$ cat config.mk
export PLATFORM = sky130hd
export DESIGN_NAME = cbc_pick_side
export DESIGN_NICKNAME = d
export VERILOG_FILES = /design/src/design/circle_box_contact_macros.svh /design/src/design/cbc_pkg.sv /design/src/design/cbc_pick_side.sv
export SDC_FILE = /design/constraint.sdc
export NUM_CORES = 1
export LEC_CHECK = 0
export ABC_CLOCK_PERIOD_IN_PS = 5420
export BUFFER_PORTS_ARGS = -buffer_cell sky130_fd_sc_hd__buf_2
export CAP_MARGIN = 20
export CORE_UTILIZATION = 54
export DETAILED_ROUTE_END_ITERATION = 10
export PLACE_DENSITY = 0.85
export RECOVER_POWER = 50
export SKIP_LAST_GASP = 1
export SYNTH_ARGS = -nofsm -noshare
export SYNTH_HDL_FRONTEND = slang
export SYNTH_SLANG_ARGS = --single-unit
export TNS_END_PERCENT = 1
$ cat constraint.sdc
create_clock -name vclk -period 5.42
set_input_delay 1.084 -clock vclk [all_inputs]
set_output_delay 1.084 -clock vclk [all_outputs]
set_load 0.01 [all_outputs]
$ cat src/design/circle_box_contact_macros.svh
// Assertion macros for the circle_box_contact block.
`ifndef CIRCLE_BOX_CONTACT_MACROS_SVH
`define CIRCLE_BOX_CONTACT_MACROS_SVH

`ifndef ASSERT_OFF
`define CBC_ASSERT_IMPLY(lbl, clk, rst, ante, cons) \
  lbl: assert property (@(posedge clk) disable iff (rst) (ante) |-> (cons)) \
    else $error("assertion failed");
`define CBC_ASSERT_NEXT(lbl, clk, rst, ante, cons) \
  lbl: assert property (@(posedge clk) disable iff (rst) (ante) |=> (cons)) \
    else $error("assertion failed");
`else
`define CBC_ASSERT_IMPLY(lbl, clk, rst, ante, cons)
`define CBC_ASSERT_NEXT(lbl, clk, rst, ante, cons)
`endif

`endif

$ cat src/design/cbc_pkg.sv
// Shared widths, side codes and types for the circle/box contact block.
`timescale 1ns / 1ps
package cbc_pkg;
  localparam int COORD_WIDTH  = 24;
  localparam int RADIUS_WIDTH = 23;
  localparam int DIFF_WIDTH   = COORD_WIDTH + 1;
  localparam int SQ_WIDTH     = 2 * DIFF_WIDTH;
  localparam int RSQ_WIDTH    = 2 * RADIUS_WIDTH;
  localparam int HIT_WIDTH    = (SQ_WIDTH + 1 > RSQ_WIDTH) ? SQ_WIDTH + 1 : RSQ_WIDTH;
  localparam int CMP_WIDTH    = DIFF_WIDTH + RADIUS_WIDTH;

  typedef logic [2:0] side_t;

  localparam side_t SIDE_DOWN  = 3'd0;
  localparam side_t SIDE_RIGHT = 3'd1;
  localparam side_t SIDE_UP    = 3'd2;
  localparam side_t SIDE_LEFT  = 3'd3;
  localparam side_t SIDE_NONE  = 3'd4;
endpackage

$ cat src/design/cbc_pick_side.sv
// Contact side selection: first strictly largest positive component of (+y, +x, -y, -x).
`timescale 1ns / 1ps
module cbc_pick_side (
  input  logic signed [cbc_pkg::DIFF_WIDTH-1:0] dir_x,
  input  logic signed [cbc_pkg::DIFF_WIDTH-1:0] dir_y,
  output cbc_pkg::side_t                        side
);
  import cbc_pkg::*;

  logic                  x_zero;
  logic                  y_zero;
  logic [DIFF_WIDTH-1:0] mag_x;
  logic [DIFF_WIDTH-1:0] mag_y;
  side_t                 vert_side;
  side_t                 horz_side;

  assign x_zero    = (dir_x == '0);
  assign y_zero    = (dir_y == '0);
  assign mag_x     = dir_x[DIFF_WIDTH-1] ? $unsigned(-dir_x) : $unsigned(dir_x);
  assign mag_y     = dir_y[DIFF_WIDTH-1] ? $unsigned(-dir_y) : $unsigned(dir_y);
  assign vert_side = dir_y[DIFF_WIDTH-1] ? SIDE_UP : SIDE_DOWN;
  assign horz_side = dir_x[DIFF_WIDTH-1] ? SIDE_LEFT : SIDE_RIGHT;

  always_comb begin
    priority if (x_zero && y_zero) begin
      side = SIDE_NONE;
    end else if (y_zero) begin
      side = horz_side;
    end else if (x_zero) begin
      side = vert_side;
    end else if (mag_y > mag_x) begin
      side = vert_side;
    end else if (mag_x > mag_y) begin
      side = horz_side;
    end else begin
      // tie: lower code wins
      side = (vert_side < horz_side) ? vert_side : horz_side;
    end
  end
endmodule

==> metrics.md <==
| Metric | Value |
|---|---|
| Core Box Area | 2780 sq um |
| PD cells | 89.7 nW/um^2 |
| Crit end category | output pin |
| CP startpoint kind | input port |
| Top cells by count, synth | 31 x nand2_1, 27 x ha_1, 23 x xnor2_1 |
| Die Area | 3180 sq um |
| Top cell type by total area after synthesis | ha_1 |
| Final setup margin | -250 ps |
| Antenna violations before repair | 0 |
| Seq cells | 0 |
| Count leader, synth | nand2_1 |
| Total track usage | 27.4% |
| Leak pwr | 0.000962 uW |
| FF/Latch Area | 0 sq um |
| Tmin final | 5670 ps |
| GPL Wtd Cong | 0.868 |
| Post-route cell area | 2130 sq um |
| Post-synthesis average cell area | between 7 and 8 sq um |
| Initial DRC Count | 190 |
| Mapped Area | between 1500 and 2000 sq um |
| Yosys warns | 0 |
| Failing checks | setup timing |
| Post-Syn Nets | ~300 |
| Maxcap violations | 0 |
| Status | finished, violations left |
| NumNets Final | 375 |
| Starting density of the core | between 50 and 60% |
| Worst slew pin tran | between 500 and 600 ps |
| FP Rows | 19 |
| # fillers | 235 |
| Vias in the first global route | 1741 |
| Routed vias/inst | 5.95 |
| CP Max Fanout | 3 |
| Arrival @ worst endpoint | 4590 ps |
| Hold Path Class | input port to output pin |
| Top cell type's share of synthesized area | 21.2% |
| DRC | 0 |
| Endpoints failing hold | 0 |
| Inserted Diodes | 0 |
| Post-CTS Hold Fix Bufs | 0 |
| Relative slew margins | 61.7% |
| Final Setup Violations | 2 |
| Die Y-Extent | approximately 56 um |
| Dpl cell area | 2080 sq um |
| Sequential area share after synthesis | 0% |
| Global-route wire length before repair | 7280 um |
| DIE WIDTH | 56.4 um |
| Worst Path Class, Setup | input port to output pin |
| Final period utilization | 105% |
| IO Pins | 53 |
| RSZ-0062 raised after global routing | yes |
| PortBufs | 53 |
| Antenna-violating nets left | 0 |
| WL per Instance | 14.0 um |
| Share of cells above drive strength 1 | 31.8% |
| Gate Count Post-Synth | 220 |
| Post-DP HPWL | 3650 um |
| # clk buffers | 0 |
| P&R area growth vs syn | 33.6% |
| Maximum VDD drop | 0.0000772 V |
| Largest net degree at the start of global routing | 30 |
| Total global routing overflow | 0 |
| Final core occ | between 70% and 80% |
| Vias | 1946 |
| Critical Path RT | 4340 ps |
| Synth top area cells | ha_1 21%, xnor2_1 13%, xor2_1 12% |
| FMAX | 176 MHz |
| DRT Pass-1 Iters | 4 |
| Final Max Tran Viols | 0 |
| Synth cell types | 38 |
| WL final | 4590 um |
==> stage by stage <==
stage          std cells  setup TNS, ps  power [uW]  hold slack [ps]  worst slack (ps)
6_report             327           -431         191             2670              -250
2_1_floorplan        220              0         111             2330               197
4_1_cts              325           -464         180             2670              -284
3_5_place_dp         325           -413         179             2670              -251
5_1_grt              327           -837         214             2710              -444
3_3_place_gp         325           -323         172             2670              -189
==> final timing paths <==
check / startpoint / end / cells past startpoint
max: dir_y[1] / side[1] / 17
min: dir_x[22] / side[2] / 5
==> repair_timing <==
action / 4_1_cts / 5_1_grt
buffers inserted: 0 / 2
pin swaps: 0 / 2
endpoints found under the setup margin: 2 / 2
gates resized for setup: 0 / 7
==> cells by family (layout without fill, tap and decap cells) <==
logic type	count (synthesis)	after routing	share of synthesized area [%]
xor+xnor	44	44	24.2
mux	1	1	0.627
compound gates	54	54	23.1
simple gates	82	82	28.0
buf+inv	12	88	2.90
fa+ha+maj	27	27	21.2
==> cells in the final DEF (no fill, tap or decap), drive strengths merged <==
cell / count
nor4b: 1
a211o: 1
nand2b: 5
nand3: 6
o41ai: 7
clkbuf: 1
nor2b: 2
o211ai: 1
and3: 1
or4: 7
mux2i: 1
o21ai: 19
xnor2: 23
o31ai: 12
o2111ai: 1
buf: 81
inv: 6
xor2: 21
nor3: 8
ha: 27
nand2: 31
a211oi: 1
or3: 1
nor4: 4
or4b: 1
a2111oi: 1
nand4: 6
a221oi: 1
nor2: 9
o211a: 1
a21oi: 9
==> worst max-delay path, cell delays in order <==
cell,delay (ps)
buf_2,100
buf_4,130
or4_1,490
or4_4,470
nor3_4,160
nand3_2,150
o31ai_4,210
xor2_1,180
ha_1,260
buf_4,150
a21oi_1,190
nand2_1,90
a221oi_2,230
o2111ai_2,160
a211o_1,280
o211a_1,110
buf_2,130
==> cell type report <==
cell class | instances | area [sq um] | area share (%)
inverters | 6 | 22.5 | 1.06
multi-input cells | 208 | 1590 | 74.6
well taps | 31 | 38.8 | 1.82
repair buffers | 82 | 479 | 22.5
==> report_power, final <==
part           switching [uW]  internal (uW)  leakage [uW]
registers                   0              0             0
clock network               0              0             0
logic                     102           89.0      0.000962
total                     102           89.0      0.000962
==> layer usage <==
layer,vias up,wire length [um],track usage (%),share of wire (%)
met5,-,0,0,0
met4,0,21,2.44,0.46
met3,2,293,0.691,6.4
met2,73,2180,49.7,48
met1,891,2090,37.4,46
li1,980,-,-,-
(Power assumes the default switching activity.)
